File: src/sv/gebl_fifo.sv
// ----------------------------------------------------------------------------
// gebl_fifo
// Small flop-based queue with full and empty flags.
// ----------------------------------------------------------------------------
module gebl_fifo #(
	parameter int WIDTH = 8,
	parameter int DEPTH = 4
) (
	input  logic             clk,
	input  logic             arst_n,
	input  logic             push,
	input  logic [WIDTH-1:0] wdata,
	output logic             full,
	input  logic             pop,
	output logic [WIDTH-1:0] rdata,
	output logic             empty
);

	localparam int PW = (DEPTH > 1) ? $clog2(DEPTH) : 1;
	localparam logic [PW-1:0] LAST_PTR = PW'(DEPTH - 1);
	localparam logic [PW:0]   FULL_CNT = (PW + 1)'(DEPTH);

	logic [WIDTH-1:0] mem_q [DEPTH];
	logic [PW-1:0]    wr_ptr_q;
	logic [PW-1:0]    rd_ptr_q;
	logic [PW:0]      cnt_q;

	assign full  = (cnt_q == FULL_CNT);
	assign empty = (cnt_q == '0);
	assign rdata = mem_q[rd_ptr_q];

	always_ff @(posedge clk or negedge arst_n) begin
		if (!arst_n) begin
			wr_ptr_q <= '0;
			rd_ptr_q <= '0;
			cnt_q    <= '0;
		end else begin
			if (push) begin
				wr_ptr_q <= (wr_ptr_q == LAST_PTR) ? '0 : wr_ptr_q + 1'b1;
			end
			if (pop) begin
				rd_ptr_q <= (rd_ptr_q == LAST_PTR) ? '0 : rd_ptr_q + 1'b1;
			end
			if (push && !pop) begin
				cnt_q <= cnt_q + 1'b1;
			end else if (pop && !push) begin
				cnt_q <= cnt_q - 1'b1;
			end
		end
	end

	always_ff @(posedge clk) begin
		if (push) begin
			mem_q[wr_ptr_q] <= wdata;
		end
	end

endmodule

File: config.mk
export PLATFORM = sky130hd
export DESIGN_NAME = gebl_fifo
export DESIGN_NICKNAME = d
export VERILOG_FILES = /design/src/sv/gebl_fifo.sv
export SDC_FILE = /design/constraint.sdc
export NUM_CORES = 1
export LEC_CHECK = 0
export ABC_AREA = 1
export ABC_CLOCK_PERIOD_IN_PS = 3510
export BUFFER_PORTS_ARGS = -buffer_cell sky130_fd_sc_hd__buf_2
export CAP_MARGIN = 15
export CORE_MARGIN = 3
export CORE_UTILIZATION = 43
export DETAILED_ROUTE_END_ITERATION = 10
export GPL_TIMING_DRIVEN = 0
export PLACE_DENSITY = 0.63
export SETUP_SLACK_MARGIN = 0.3
export SYNTH_ARGS = -nofsm -noshare
export SYNTH_HDL_FRONTEND = slang
export SYNTH_SLANG_ARGS = --single-unit
export TNS_END_PERCENT = 50
File: constraint.sdc
create_clock -name clk -period 3.51 [get_ports clk]
set_clock_uncertainty 0.15 [all_clocks]
set_input_delay 0.1755 -clock clk [delete_from_list [all_inputs] [get_ports clk]]
set_output_delay 0.1755 -clock clk [all_outputs]
set_load 0.1 [all_outputs]
==> summary.md, run 1 <==
| Metric | Value |
|---|---|
| Hold WS | `0.0549 ns` |
| Share of cells above drive strength 1 | `18.5%` |
| Pre-Repair DR Iteration Count | `4` |
| Ys Warns | `0` |
| Tightest Pin Transition | `0.496 ns` |
| CTS root buf | `clkbuf_8` |
| Fin crit share | `56.4%` |
| Crit. End Element | `primary output` |
| Final Wtd Congestion | `0.748` |
| CTS max path bufs | `2` |
| Synth cell types | `18` |
| Register area | `1140 µm²` |
| Final Non-Filler Cells | `232` |
| Congestion Overflow GR | `0` |
| Reg2reg path depth | `4` |
| Max Clk Rate | `506 MHz` |
| HP Class | `primary input to register` |
| Maxcap violations | `0` |
| Synth-to-layout area growth | `21.8%` |
| Post-CTS setup buffer count | `0` |
| Slew margin rel. | `67.2%` |
| IO Count | `22` |
| Syn nets | `164` |
| # setup viols final | `0` |
| Vias per std cell | `4.66` |
| Core area | `3740 µm²` |
| # nets final | `202` |
| H-tree levels | `2` |
| Worst-path fanout max | `9` |
| Initial antenna violation count | `0` |
| WL/cell | `13.4 µm` |
| Vias in the first global route | `1130` |
| Critical Path AT | `1.65 ns` |
| WS Path Type | `register to primary output` |
| Synth Instances | `145` |
| Cell count after placement | `214` |
| Die Height | `69.0 µm` |
| Clk sinks | `39` |
| Avg Inst Size Synth | `11.8 µm²` |
| Fin. max-slew vios | `0` |
| Worst hold stages | `2` |
| Post-synthesis sequential area ratio | `66.5%` |
| Status | `finished clean` |
| Synth Register Bits | `39` |
| Cts hold-fix bufs | `10` |
| Final WL | `3110 µm` |
| First DRT Iteration DRCs | `43` |
| Num CTS Buffers | `5` |
| Startpoint types | `register` |
| Final setup TNS | `0 ns` |
| Overall die width | `69.0 µm` |
| Total die area | `4760 µm²` |
| DP Wirelength | `2070 µm` |
| CTS tree | `built` |
| Via count | `1080` |
| Final Hold Viols | `0` |
| Post-route ant nets | `0` |
| Post-Syn Area | `1710 µm²` |
| Most common cell after layout, fill and taps aside | `nand2_1` |
| Setup repair after global routing missed its margin | `false` |
| Commonest cells after routing, fill and taps aside | `40 x nand2_1, 32 x edfxtp_1, 27 x inv_1, 21 x buf_2, 16 x o211ai_1` |
| Initial core utilization | `45.6%` |
| Final min period | `1.98 ns` |
| Antenna diodes | `0` |
| Reg clk slew, reported paths | `0.07 ns` |
| Largest net degree at the start of global routing | `13` |
| Post_cts resized | `0` |
| WP data required | `3.18 ns` |
| Filler cells | `320` |
| Clk_lat worst skew | `0.28 ns` |
| # rows | `22` |
| IO Port Bufs | `21` |
| Total GRT Usage | `14.4%` |
| Global-route wire length before repair | `5350 µm` |
| Area of the multi-input gates | `419 µm²` |
| Residual DRC count | `0` |
==> layout make-up <==
type | instances | area share (%)
buffer | 4 | 2.10
clock buffer | 5 | 3.31
clock inverter | 3 | 1.86
inverter | 29 | 5.23
multi-input combinational | 73 | 20.1
sequential | 39 | 54.6
tap | 48 | 2.89
timing repair buffer | 31 | 9.86
==> worst paths after layout <==
path	start	endpoint	slack [ns]
hold / removal	push	wr_ptr_q[1]$_DFFE_PN0P_	0.05
max in group asynchronous	arst_n	cnt_q[1]$_DFFE_PN0P_	2.93
hold reg to reg	cnt_q[2]$_DFFE_PN0P_	cnt_q[2]$_DFFE_PN0P_	0.39
min in group asynchronous	arst_n	cnt_q[2]$_DFFE_PN0P_	0.11
setup reg to reg	wr_ptr_q[0]$_DFFE_PN0P_	mem_q[2][5]$_DFFE_PP_	1.99
setup / recovery	rd_ptr_q[1]$_DFFE_PN0P_	rdata[3]	1.53
==> cells in the mapped netlist (all sizes together) <==
cell    number  area [µm²]
nand2       40         150
dfrtp        7         175
o211ai      16         120
nand4        1        6.26
clkbuf       1        13.8
xnor2        1        8.76
buf          3        30.0
edfxtp      32         961
nand3        1        5.00
fa           1        20.0
nor2         1        3.75
ha           6        75.1
inv         29         109
nor3         2        10.0
o21ai        4        20.0
==> per-layer routing <==
metal | global-route usage [%] | vias to the layer above | share of wire (%)
met3 | 2.92 | 2 | 2.9
met5 | 0 | - | 0
met4 | 7.59 | 0 | 0.55
met2 | 23.5 | 15 | 50
li1 | - | 556 | -
met1 | 18.0 | 507 | 46
==> kinds of logic (layout without fill, tap and decap cells) <==
| kind of cell | Yosys count | after routing | synth area share [%] |
|---|---|---|---|
| simple gates | 45 | 45 | 10.3 |
| flops | 39 | 39 | 66.5 |
| buf+inv | 33 | 72 | 8.94 |
| fa+ha+maj | 7 | 7 | 5.57 |
| xor+xnor | 1 | 1 | 0.513 |
| compound gates | 20 | 20 | 8.20 |
==> metrics by stage <==
stage               utilization (%)  area, µm²  setup WS, ns
finish                         55.6       2080          1.53
global route                   55.6       2080          1.44
CTS                            55.6       2080          1.52
detailed placement             50.0       1870          1.84
global placement               50.0       1870          1.85
floorplan                         -       1710         0.682
==> worst max-delay path, cell delays in order, from the launching register on <==
cell	delay, ns
dfrtp_1	0.38
buf_4	0.18
inv_2	0.17
o211ai_1	0.12
nand2_1	0.09
buf_2	0.42
==> state kept, by name, indices dropped and copies added, names as in the netlist <==
signal / cells
cnt_q: 3
wr_ptr_q: 2
rd_ptr_q: 2
mem_q: 32
Power of run 1 is not shown: default switching activity piles up to over one toggle a cycle in this logic, so the estimate is an artifact.
==> run 2, diff against run 1 <==
- ABC_CLOCK_PERIOD_IN_PS: 3510 -> 1700
- PLACE_DENSITY: 0.63 -> 0.66
- clock period: 3.51 -> 1.7 ns (I/O delays scaled with it)
==> run 2 against run 1 <==
The run now ends with setup timing left. Wire length increased by 24%. First-iteration DRC count increased by 130%. Die area unchanged. Register-to-register slack lost 1.7 ns.
==> summary.md, run 2 (same netlist as run 1, synthesis figures left out) <==
| Metric | Value |
|---|---|
| Die Height | `69.0 µm` |
| Failing checks | `setup timing` |
| Startpoint types | `register` |
| Final Wtd Congestion | `0.734` |
| Synth-to-layout area growth | `48.0%` |
| Core area | `3740 µm²` |
| Status | `finished with violations` |
| Crit path capture | `rdata[5]` |
| Num CTS Buffers | `5` |
| Antenna diodes | `0` |
| IO Count | `22` |
| Largest register FFs | `32` |
| Fin crit share | `101%` |
| Slew margin rel. | `82.9%` |
| Reg2reg path depth | `4` |
| WL/cell | `15.6 µm` |
| Commonest cells after routing, fill and taps aside | `32 x edfxtp_1, 30 x nand2_1, 19 x inv_1, 16 x o211ai_1, 15 x dlygate4sd3_1` |
| CTS max path bufs | `2` |
| Setup repair after global routing missed its margin | `true` |
| Worst-path fanout max | `10` |
| # rows | `22` |
| # nets final | `217` |
| Biggest regs | `mem_q x32, cnt_q x3` |
| Total GRT Usage | `16.2%` |
| Largest net degree at the start of global routing | `14` |
| Tightest Pin Transition | `0.256 ns` |
| Final worst slack | `-0.0220 ns` |
| Pre-Repair DR Iteration Count | `4` |
| Final Hold Viols | `0` |
| Congestion Overflow GR | `0` |
| Post-route ant nets | `0` |
| DP Wirelength | `2130 µm` |
| Via count | `1221` |
| Clk sinks | `39` |
| Fin util | `67.5%` |
| Initial antenna violation count | `0` |
| Reg clk slew, reported paths | `0.08 ns` |
| Global-route wire length before repair | `5980 µm` |
| First DRT Iteration DRCs | `97` |
| CTS root buf | `clkbuf_8` |
| Max Clk Rate | `581 MHz` |
| CTS tree | `built` |
| Maxcap violations | `0` |
| Overall die width | `69.0 µm` |
| Final min period | `1.72 ns` |
| Total die area | `4760 µm²` |
| Initial core utilization | `45.6%` |
| Flop2flop setup slack | `0.26 ns` |
| Fin. max-slew vios | `0` |
| Worst hold stages | `4` |
| IO Port Bufs | `21` |
| Critical Path Start | `rd_ptr_q[0]$_DFFE_PN0P_` |
| # setup viols final | `1` |
| WP data required | `1.46 ns` |
| WS Path Type | `register to primary output` |
| H-tree levels | `2` |
| Vias in the first global route | `1294` |
| Vias per std cell | `4.94` |
| Final WL | `3850 µm` |
| RR Endpoint | `mem_q[1][7]$_DFFE_PP_` |
| Critical Path AT | `1.49 ns` |
| Most common cell after layout, fill and taps aside | `edfxtp_1` |
| Reg2reg start | `wr_ptr_q[0]$_DFFE_PN0P_` |
| Crit. End Element | `primary output` |
| HP Class | `primary input to register` |
| Clk_lat worst skew | `0.29 ns` |
| Residual DRC count | `0` |
| Share of cells above drive strength 1 | `37.7%` |
| Reg with most FFs | `mem_q` |
-- run 2: cell types whose count changed in the layout (fill, tap and decap cells not counted), sizes merged --
cell	previous run	this run
buf	24	34
inv	29	25
clkinvlp	0	4
dlygate4sd3	10	15
-- run 2: repair_timing --
item                                    4_1_cts  5_1_grt
endpoints found under the hold margin        43        2
gates cloned                                  0        2
buffers inserted                              4        4
hold buffers                                 13        2
pin swaps                                     1       14
endpoints found under the setup margin       43       44
resized for setup                            43       34
-- run 2: area by class of cell --
cell class / instances / area, µm²
buffer: 4 / 45.0
clock buffer: 5 / 68.8
clock inverter: 3 / 43.8
fill: 265 / 1220
inverter: 29 / 136
multi-input combinational: 73 / 544
sequential: 39 / 1140
tap: 48 / 60.1
timing repair buffer: 46 / 488
-- run 2: per-stage QoR --
stage	hold slack (ns)	TNS [ns]	cells	setup WS, ns	instance area (µm²)
after floorplan	-0.361	0	145	0.0997	1740
after global placement	-0.225	0	214	0.108	1900
after detailed placement	-0.215	0	214	0.113	1900
after CTS	-0.122	0	239	0.0391	2320
after global routing	0.177	-0.271	247	-0.0930	2530
final	0.132	-0.0220	247	-0.0220	2530
-- run 2: worst min-delay path by stage --
stage / end / from / slack (ns)
floorplan: cnt_q[0]$_DFFE_PN0P_ / arst_n / -0.36
global placement: wr_ptr_q[0]$_DFFE_PN0P_ / arst_n / -0.23
detailed placement: cnt_q[0]$_DFFE_PN0P_ / arst_n / -0.22
CTS: rd_ptr_q[1]$_DFFE_PN0P_ / pop / -0.12
global route: cnt_q[0]$_DFFE_PN0P_ / pop / 0.18
finish: cnt_q[0]$_DFFE_PN0P_ / pop / 0.13
-- run 2: metal layers --
metal	track usage, %	wire length, µm	share of wire, %
met1	18.1	1460	38
met2	27.9	2090	54
met3	5.10	191	5.0
met5	0	0	0
met4	7.81	114	3.0
-- run 2: critical path, cell delays in order, from the launching register on --
cell,delay (ns)
dfrtp_1,0.39
inv_4,0.08
buf_6,0.15
o211ai_1,0.22
nand2_1,0.15
buf_12,0.19
Power of run 2 is left out for the same reason.
