==> src/sv/gebl_pkg.sv <==
// ----------------------------------------------------------------------------
// gebl_pkg
// Shared constants, codes and types of the grid elevation bilinear lookup.
// ----------------------------------------------------------------------------
package gebl_pkg;

	// default build of the tile
	localparam int GRID_SIDE_DEF      = 1201;
	localparam int SEC_PER_SAMPLE_DEF = 3;
	localparam int FRAC_BITS_DEF      = 8;

	// field widths
	localparam int CMD_W     = 1;
	localparam int INDEX_W   = 21;
	localparam int SAMPLE_W  = 16;
	localparam int LAT_W     = 28;
	localparam int LON_W     = 29;
	localparam int ELEV_W    = 24;
	localparam int TLAT_W    = 8;
	localparam int TLON_W    = 9;
	localparam int CFG_W     = 9;
	localparam int IN_DATA_W = 96;

	// one tile spans one degree: 3600 arc-seconds, 8 fraction bits
	localparam int TILE_SPAN = 60 * 60 * 256;
	localparam int OFF_W     = 30;  // signed offset from the tile edge
	localparam int SPAN_W    = 20;  // offset once known to be inside the tile
	localparam int IDX_W     = 12;  // sample index along one axis (below 3600)
	localparam int REM_W     = 10;  // offset within one sample step (below 768)
	localparam int RECIP_SH  = 17;  // shift of the reciprocal used for / step

	localparam int Q_DEPTH   = 4;   // item queue between front and back
	localparam int OUT_DEPTH = 4;   // result queue

	typedef enum logic [0:0] {
		REG_TILE_LAT = 1'b0,
		REG_TILE_LON = 1'b1
	} cfg_reg_t;

	typedef enum logic [0:0] {
		CMD_LOAD  = 1'b0,
		CMD_QUERY = 1'b1
	} cmd_t;

	typedef enum logic [1:0] {
		ITEM_LOAD  = 2'd0,  // write one sample
		ITEM_QUERY = 2'd1,  // four reads and a blend
		ITEM_MISS  = 2'd2,  // query outside the tile or grid, zero result
		ITEM_DROP  = 2'd3   // load beyond the grid, no effect
	} item_kind_t;

	typedef enum logic [0:0] {
		BK_IDLE = 1'b0,
		BK_READ = 1'b1
	} back_state_t;

endpackage

==> src/sv/gebl_front.sv <==
// ----------------------------------------------------------------------------
// gebl_front
// Four-stage front end: tile offsets, range check and sample index, step
// remainder, fractions and grid address. Classifies each beat for the back.
// ----------------------------------------------------------------------------
module gebl_front #(
	parameter int GRID_SIDE      = gebl_pkg::GRID_SIDE_DEF,
	parameter int SEC_PER_SAMPLE = gebl_pkg::SEC_PER_SAMPLE_DEF,
	parameter int FRAC_BITS      = gebl_pkg::FRAC_BITS_DEF,
	parameter int AW             = $clog2(GRID_SIDE * GRID_SIDE)
) (
	input  logic                                 clk,
	input  logic                                 arst_n,
	input  logic                                 in_valid,
	output logic                                 in_ready,
	input  gebl_pkg::cmd_t                       in_cmd,
	input  logic        [gebl_pkg::INDEX_W-1:0]  in_index,
	input  logic signed [gebl_pkg::SAMPLE_W-1:0] in_value,
	input  logic signed [gebl_pkg::LAT_W-1:0]    in_lat,
	input  logic signed [gebl_pkg::LON_W-1:0]    in_lon,
	input  logic signed [gebl_pkg::TLAT_W-1:0]   tile_lat,
	input  logic signed [gebl_pkg::TLON_W-1:0]   tile_lon,
	output logic                                 q_push,
	input  logic                                 q_full,
	output gebl_pkg::item_kind_t                 q_kind,
	output logic        [AW-1:0]                 q_addr,
	output logic        [gebl_pkg::SAMPLE_W-1:0] q_value,
	output logic        [FRAC_BITS-1:0]          q_fy,
	output logic        [FRAC_BITS-1:0]          q_fx
);
	import gebl_pkg::*;

	localparam int STEP   = SEC_PER_SAMPLE * 256;
	localparam int RECIP  = ((1 << RECIP_SH) + SEC_PER_SAMPLE - 1) / SEC_PER_SAMPLE;
	localparam int RCP_W  = RECIP_SH + 1;
	localparam int VW     = FRAC_BITS + 2;  // (rem << FRAC_BITS) >> 8 stays below 3 << FRAC_BITS
	localparam int QPW    = IDX_W + RCP_W;
	localparam int FPW    = VW + RCP_W;
	localparam logic [31:0]             DEPTH_U  = 32'(GRID_SIDE * GRID_SIDE);
	localparam logic signed [OFF_W-1:0] SPAN_S   = OFF_W'(TILE_SPAN);
	localparam logic [RCP_W-1:0]        RCP      = RCP_W'(RECIP);
	localparam logic [IDX_W-1:0]        LAST_IDX = IDX_W'(GRID_SIDE - 1);
	localparam logic [IDX_W-1:0]        ROW_TOP  = IDX_W'(GRID_SIDE - 2);

	logic en1, en2, en3, en4;

	// stage 1: offsets from the tile's south-west corner
	logic                       v_s1;
	cmd_t                       cmd_s1;
	logic [INDEX_W-1:0]         idx_s1;
	logic [SAMPLE_W-1:0]        val_s1;
	logic signed [OFF_W-1:0]    oy_s1, ox_s1;
	logic signed [OFF_W-1:0]    oy_c, ox_c;

	// stage 2: inside check, sample index
	logic                       v_s2;
	cmd_t                       cmd_s2;
	logic                       ldok_s2;
	logic [INDEX_W-1:0]         idx_s2;
	logic [SAMPLE_W-1:0]        val_s2;
	logic                       in_s2;
	logic [SPAN_W-1:0]          offy_s2, offx_s2;
	logic [IDX_W-1:0]           qy_s2, qx_s2;
	logic [QPW-1:0]             prody_c, prodx_c;

	// stage 3: remainder within the step, neighbor check
	logic                       v_s3;
	cmd_t                       cmd_s3;
	logic                       ldok_s3;
	logic [INDEX_W-1:0]         idx_s3;
	logic [SAMPLE_W-1:0]        val_s3;
	logic                       ok_s3;
	logic [REM_W-1:0]           remy_s3, remx_s3;
	logic [IDX_W-1:0]           rowm1_s3, qx_s3;
	logic [SPAN_W-1:0]          suby_c, subx_c;

	// stage 4: fractions and address, waiting for the queue
	logic                       v_s4;
	item_kind_t                 kind_s4;
	logic [AW-1:0]              addr_s4;
	logic [SAMPLE_W-1:0]        val_s4;
	logic [FRAC_BITS-1:0]       fy_s4, fx_s4;
	logic [REM_W+FRAC_BITS-1:0] scy_c, scx_c;
	logic [FPW-1:0]             fprody_c, fprodx_c;
	item_kind_t                 kind_c;
	logic [AW-1:0]              addr_c;

	assign en4      = !v_s4 || (kind_s4 == ITEM_DROP) || !q_full;
	assign en3      = !v_s3 || en4;
	assign en2      = !v_s2 || en3;
	assign en1      = !v_s1 || en2;
	assign in_ready = en1;

	assign q_push  = v_s4 && (kind_s4 != ITEM_DROP) && !q_full;
	assign q_kind  = kind_s4;
	assign q_addr  = addr_s4;
	assign q_value = val_s4;
	assign q_fy    = fy_s4;
	assign q_fx    = fx_s4;

	always_comb begin
		oy_c = OFF_W'(in_lat) - OFF_W'(tile_lat) * SPAN_S;
		ox_c = OFF_W'(in_lon) - OFF_W'(tile_lon) * SPAN_S;
	end

	// index = (offset >> 8) / seconds per sample, by reciprocal
	always_comb begin
		prody_c = QPW'(oy_s1[SPAN_W-1:8]) * QPW'(RCP);
		prodx_c = QPW'(ox_s1[SPAN_W-1:8]) * QPW'(RCP);
	end

	always_comb begin
		suby_c = offy_s2 - SPAN_W'(qy_s2) * SPAN_W'(STEP);
		subx_c = offx_s2 - SPAN_W'(qx_s2) * SPAN_W'(STEP);
	end

	always_comb begin
		scy_c    = {remy_s3, {FRAC_BITS{1'b0}}};
		scx_c    = {remx_s3, {FRAC_BITS{1'b0}}};
		fprody_c = FPW'(VW'(scy_c >> 8)) * FPW'(RCP);
		fprodx_c = FPW'(VW'(scx_c >> 8)) * FPW'(RCP);
		if (cmd_s3 == CMD_LOAD) begin
			kind_c = ldok_s3 ? ITEM_LOAD : ITEM_DROP;
			addr_c = AW'(idx_s3);
		end else begin
			kind_c = ok_s3 ? ITEM_QUERY : ITEM_MISS;
			// top-left neighbor; row index counts from the north
			addr_c = AW'(rowm1_s3) * AW'(GRID_SIDE) + AW'(qx_s3);
		end
	end

	always_ff @(posedge clk or negedge arst_n) begin
		if (!arst_n) begin
			v_s1 <= 1'b0;
			v_s2 <= 1'b0;
			v_s3 <= 1'b0;
			v_s4 <= 1'b0;
		end else begin
			if (en1) begin
				v_s1 <= in_valid;
			end
			if (en2) begin
				v_s2 <= v_s1;
			end
			if (en3) begin
				v_s3 <= v_s2;
			end
			if (en4) begin
				v_s4 <= v_s3;
			end
		end
	end

	always_ff @(posedge clk) begin
		if (en1) begin
			cmd_s1 <= in_cmd;
			idx_s1 <= in_index;
			val_s1 <= in_value;
			oy_s1  <= oy_c;
			ox_s1  <= ox_c;
		end
		if (en2) begin
			cmd_s2  <= cmd_s1;
			ldok_s2 <= (32'(idx_s1) < DEPTH_U);
			idx_s2  <= idx_s1;
			val_s2  <= val_s1;
			in_s2   <= !oy_s1[OFF_W-1] && (oy_s1 < SPAN_S) &&
			           !ox_s1[OFF_W-1] && (ox_s1 < SPAN_S);
			offy_s2 <= oy_s1[SPAN_W-1:0];
			offx_s2 <= ox_s1[SPAN_W-1:0];
			qy_s2   <= prody_c[RECIP_SH +: IDX_W];
			qx_s2   <= prodx_c[RECIP_SH +: IDX_W];
		end
		if (en3) begin
			cmd_s3   <= cmd_s2;
			ldok_s3  <= ldok_s2;
			idx_s3   <= idx_s2;
			val_s3   <= val_s2;
			ok_s3    <= in_s2 && (qy_s2 < LAST_IDX) && (qx_s2 < LAST_IDX);
			remy_s3  <= suby_c[REM_W-1:0];
			remx_s3  <= subx_c[REM_W-1:0];
			rowm1_s3 <= ROW_TOP - qy_s2;
			qx_s3    <= qx_s2;
		end
		if (en4) begin
			kind_s4 <= kind_c;
			addr_s4 <= addr_c;
			val_s4  <= val_s3;
			fy_s4   <= fprody_c[RECIP_SH +: FRAC_BITS];
			fx_s4   <= fprodx_c[RECIP_SH +: FRAC_BITS];
		end
	end

endmodule

==> config.mk <==
export PLATFORM = sky130hd
export DESIGN_NAME = gebl_front
export DESIGN_NICKNAME = d
export VERILOG_FILES = /design/src/sv/gebl_pkg.sv /design/src/sv/gebl_front.sv
export SDC_FILE = /design/constraint.sdc
export NUM_CORES = 1
export LEC_CHECK = 0
export CAP_MARGIN = 40
export CORE_MARGIN = 10
export CORE_UTILIZATION = 45
export CTS_BUF_LIST = sky130_fd_sc_hd__clkbuf_4
export CTS_CLUSTER_DIAMETER = 100
export DETAILED_ROUTE_END_ITERATION = 8
export DONT_BUFFER_PORTS = 1
export MAX_ROUTING_LAYER = met4
export SLEW_MARGIN = 15
export SYNTH_ARGS = -nofsm -noshare
export SYNTH_HDL_FRONTEND = slang
export SYNTH_SLANG_ARGS = --single-unit
==> constraint.sdc <==
create_clock -name clk -period 10.69 [get_ports clk]
set_input_delay 0.5345 -clock clk [delete_from_list [all_inputs] [get_ports clk]]
set_output_delay 0.5345 -clock clk [all_outputs]
set_load 0.1 [all_outputs]
==> impl_metrics.tcl <==
set metrics [dict create \
    floorplan.initialDensity_pct 45.2 \
    min-delay-path-class "in -> reg" \
    detailroute.via_count 15100 \
    groute.usage.overall_pct 15.4 \
    detail_route.wl_per_cell_um 15.3 \
    detail_route.first_pass.iterations 5 \
    die-height_um 258 \
    antenna_left 0 \
    flow.area_growth_from_synthesis_pct 14.2 \
    detail_route.vias_per_cell 4.87 \
    routed_wirelength_um 47500 \
    detailedPlacementHpwl_um 37400 \
    htreeDepth 3 \
    synthAdderAreaFrac_pct 39.5 \
    path_max_fanout 5 \
    synth_seq_area_share_pct 38.0 \
    critical_path_class "reg -> reg" \
    post_synth_num_cell_types 63 \
    fraction_of_the_mapped_netlist_area_in_compound_gates_pct 6.48 \
    synth_xor_xnor_area_share_pct 3.17 \
    worstSetupStartpointType "flop" \
    ys_seq_elements 322 \
    post-route-period-util_pct 52.2 \
    cp.required_ns 11.21 \
    synthesis.nets 2882 \
    worst_slew_pin_slew_ns 0.902 \
    cts_tree "yes" \
    postSynth.asyncResetShare_pct 1.24 \
    setup_total_negative_slack_ns 0 \
    cts_sinks 322 \
    grt_setup_unrepaired "false" \
    core.rowCount 87 \
    floorplan.io_pins 173 \
    first_global_vias 16500 \
    fp.coreArea_sq_mm 0.0562 \
    antenna_found_initial 2 \
    layout_min_cycle_time_ns 5.58 \
    post_route_cells_drive_above_1_share_pct 8.00 \
    gpl.final_weighted_congestion 0.846 \
    synthesized_area_fraction_occupied_by_and_or_nand_nor_cells_pct 4.90 \
    run_status "complete, no violations" \
    nNetsFinal 3080 \
    relSlewSlack_pct 40.0 \
    syn_avg_cell_area_sq_um 12.2 \
    place.port_buffers 0 \
    detail_route.iter0.violations 543 \
    detailedPlace.worstSlack_ns 5.15 \
    maxCapViolations 0 \
    finalCoreUtilization_pct 51.7 \
    achievable-frequency_mhz 179 \
    holdWs_ns 0.149 \
    post_synth_instance_area_sq_mm 0.0254 \
    ctsRootBufferMaster "sky130_fd_sc_hd__clkbuf_4" \
    die_w_um 258 \
    clkSlewWorstSetupHoldPaths_ns 0.06 \
    clock_insertion_delay_at_the_later_pin_of_the_skew_report_ns 0.82 \
    post-route-drc-count 0 \
    design.die.area_sq_mm 0.0664 \
    final-setup-viol-count 0 \
    timing.critical_path.arrival_ns 6.11 \
    clk_path_buf_depth 3 \
    cts.repair.resized 0 \
    hold_violations 0 \
    numCtsBuffers 86 \
    synth_warnings 0 \
    wire_length_of_the_first_global_routing_pass_um 81400 \
    fin_ws_ns 5.11 \
    timing_max_transition_violations_final 0 \
    total_gr_overflow 0 \
    muxShareOfSynthArea_pct 0.749 \
    final_skew_ns 0.0604 \
    critical_path.endpoint_type "flop" \
    synth_edf_count 318 \
    cell_count_after_synthesis 2091 \
    synth_flop_cell "sky130_fd_sc_hd__edfxtp_1" \
    synth_top_family_by_area "adder cells" \
    pin_count_of_the_biggest_net_entering_global_routing 101 \
]
==> cell usage in the layout, fill, tap and decap left out, types with 16 or more instances in the layout <==
master and n:
sky130_fd_sc_hd__xor2_1 25, sky130_fd_sc_hd__o21a_1 18, sky130_fd_sc_hd__o21ai_0 37, sky130_fd_sc_hd__nor2_1 65, sky130_fd_sc_hd__inv_1 479, sky130_fd_sc_hd__ha_1 464, sky130_fd_sc_hd__clkinv_1 24, sky130_fd_sc_hd__buf_16 22
sky130_fd_sc_hd__xnor2_1 67, sky130_fd_sc_hd__a21o_1 31, sky130_fd_sc_hd__nand2_1 41, sky130_fd_sc_hd__a21oi_1 71, sky130_fd_sc_hd__clkbuf_4 114, sky130_fd_sc_hd__fa_1 211, sky130_fd_sc_hd__edfxtp_1 318, sky130_fd_sc_hd__dlygate4sd3_1 83
sky130_fd_sc_hd__nor2b_1 20, sky130_fd_sc_hd__nor3_1 28, sky130_fd_sc_hd__mux2_2 16
==> final cells by class <==
class / count / area (sq um)
Timing Repair Buffer: 120 / 1660
Clock inverter: 34 / 173
Fill cell: 4935 / 27100
Inverter: 480 / 1800
Sequential cell: 322 / 9650
Multi-Input combinational cell: 1279 / 13900
Tap cell: 756 / 946
Antenna cell: 2 / 5.00
Clock buffer: 114 / 856
==> metrics by stage <==
step / cells / area, sq um
6_report: 3107 / 29000
3_5_place_dp: 2870 / 27100
2_1_floorplan: 2091 / 25400
4_1_cts: 3101 / 28900
5_1_grt: 3107 / 29000
3_3_place_gp: 2842 / 26400
==> what timing repair did <==
item / CTS / global route
endpoints found under the setup margin: 0 / 0
hold buffers: 83 / 0
endpoints found under the hold margin: 82 / 0
buffers inserted: 0 / 0
==> cells in the mapped netlist (3+ instances only) <==
cell,instances,share of area [%]
sky130_fd_sc_hd__o211ai_1,9,0.27
sky130_fd_sc_hd__nand2_1,42,0.62
sky130_fd_sc_hd__nand3_1,16,0.32
sky130_fd_sc_hd__fa_1,211,17
sky130_fd_sc_hd__a31oi_1,12,0.30
sky130_fd_sc_hd__inv_1,480,7.1
sky130_fd_sc_hd__o221ai_1,5,0.17
sky130_fd_sc_hd__nand4_1,11,0.27
sky130_fd_sc_hd__clkbuf_1,9,0.13
sky130_fd_sc_hd__o2111ai_1,3,0.10
sky130_fd_sc_hd__o21ai_0,37,0.73
sky130_fd_sc_hd__o31ai_1,7,0.21
sky130_fd_sc_hd__or4_1,6,0.18
sky130_fd_sc_hd__a21oi_1,71,1.4
sky130_fd_sc_hd__a21boi_0,8,0.24
sky130_fd_sc_hd__o211a_1,3,0.12
sky130_fd_sc_hd__and3_1,12,0.30
sky130_fd_sc_hd__a211oi_1,9,0.27
sky130_fd_sc_hd__a21o_1,31,0.92
sky130_fd_sc_hd__dfrtp_1,4,0.39
sky130_fd_sc_hd__o21bai_1,11,0.33
sky130_fd_sc_hd__ha_1,464,23
sky130_fd_sc_hd__nor2_1,66,0.98
sky130_fd_sc_hd__xnor2_1,67,2.3
sky130_fd_sc_hd__nand2b_1,15,0.37
sky130_fd_sc_hd__mux2_2,16,0.71
sky130_fd_sc_hd__nor4_1,8,0.20
sky130_fd_sc_hd__or3_1,8,0.20
sky130_fd_sc_hd__nor2b_1,20,0.49
sky130_fd_sc_hd__or2_2,3,0.074
sky130_fd_sc_hd__o21a_1,18,0.53
sky130_fd_sc_hd__xor2_1,25,0.86
sky130_fd_sc_hd__edfxtp_1,318,38
sky130_fd_sc_hd__nor3_1,28,0.55
sky130_fd_sc_hd__and4_1,3,0.10
==> state kept, by name, indices dropped and copies added, names as in the netlist, 21 cells and up <==
name	flops
ox_s1	30
idx_s3	21
idx_s1	21
q_addr	21
idx_s2	21
oy_s1	30
==> layer usage <==
layer | vias up | wire length [um] | GRT usage (%)
met3 | 68 | 2440 | 3.68
met1 | 7223 | 21200 | 18.5
met5 | - | 0 | -
met2 | 252 | 23100 | 25.3
met4 | 0 | 832 | 4.71
li1 | 7579 | - | -
==> worst max-delay path, cell delays in order, from the launching register on <==
cell and delay [ns]:
sky130_fd_sc_hd__edfxtp_1 0.46, sky130_fd_sc_hd__ha_1 0.33, sky130_fd_sc_hd__inv_1 0.12, sky130_fd_sc_hd__fa_1 0.48
sky130_fd_sc_hd__fa_1 0.52, sky130_fd_sc_hd__inv_1 0.11, sky130_fd_sc_hd__fa_1 0.56, sky130_fd_sc_hd__inv_1 0.05
sky130_fd_sc_hd__fa_1 0.49, sky130_fd_sc_hd__inv_1 0.04, sky130_fd_sc_hd__ha_1 0.30, sky130_fd_sc_hd__a21oi_1 0.19
sky130_fd_sc_hd__o221ai_1 0.14, sky130_fd_sc_hd__a21o_1 0.21, sky130_fd_sc_hd__nand2_1 0.07, sky130_fd_sc_hd__o31ai_1 0.15
sky130_fd_sc_hd__o21ai_0 0.37, sky130_fd_sc_hd__o211ai_1 0.25, sky130_fd_sc_hd__nor4b_1 0.35, sky130_fd_sc_hd__nor3_1 0.10
==> path summary, 6_finish.rpt <==
check	slack, ns	from	endpoint	cells after the start
max in group asynchronous	9.93	arst_n	v_s4	2
hold / removal	0.15	in_lon[28]	ox_s1[28]	2
setup / recovery	5.11	oy_s1[16]	qy_s2[10]	19
hold reg to reg	0.40	idx_s2[2]	idx_s3[2]	0
min in group asynchronous	0.59	arst_n	v_s2	2
setup reg to reg	5.11	oy_s1[16]	qy_s2[10]	19
==> cell families (layout without fill, tap and decap cells) <==
kind of cell / Yosys count / count (layout)
adders and majority gates: 675 / 675
xor gates and xnor gates: 92 / 92
and+or+nand+nor: 246 / 246
muxes: 17 / 17
buffers and inverters: 490 / 748
DFF: 322 / 322
AOI/OAI and AO/OA: 249 / 249
other: 0 / 2
Power is left out: the tool's default activity adds up to more than one toggle a clock period on the data nets, which glitch-free logic cannot reach.
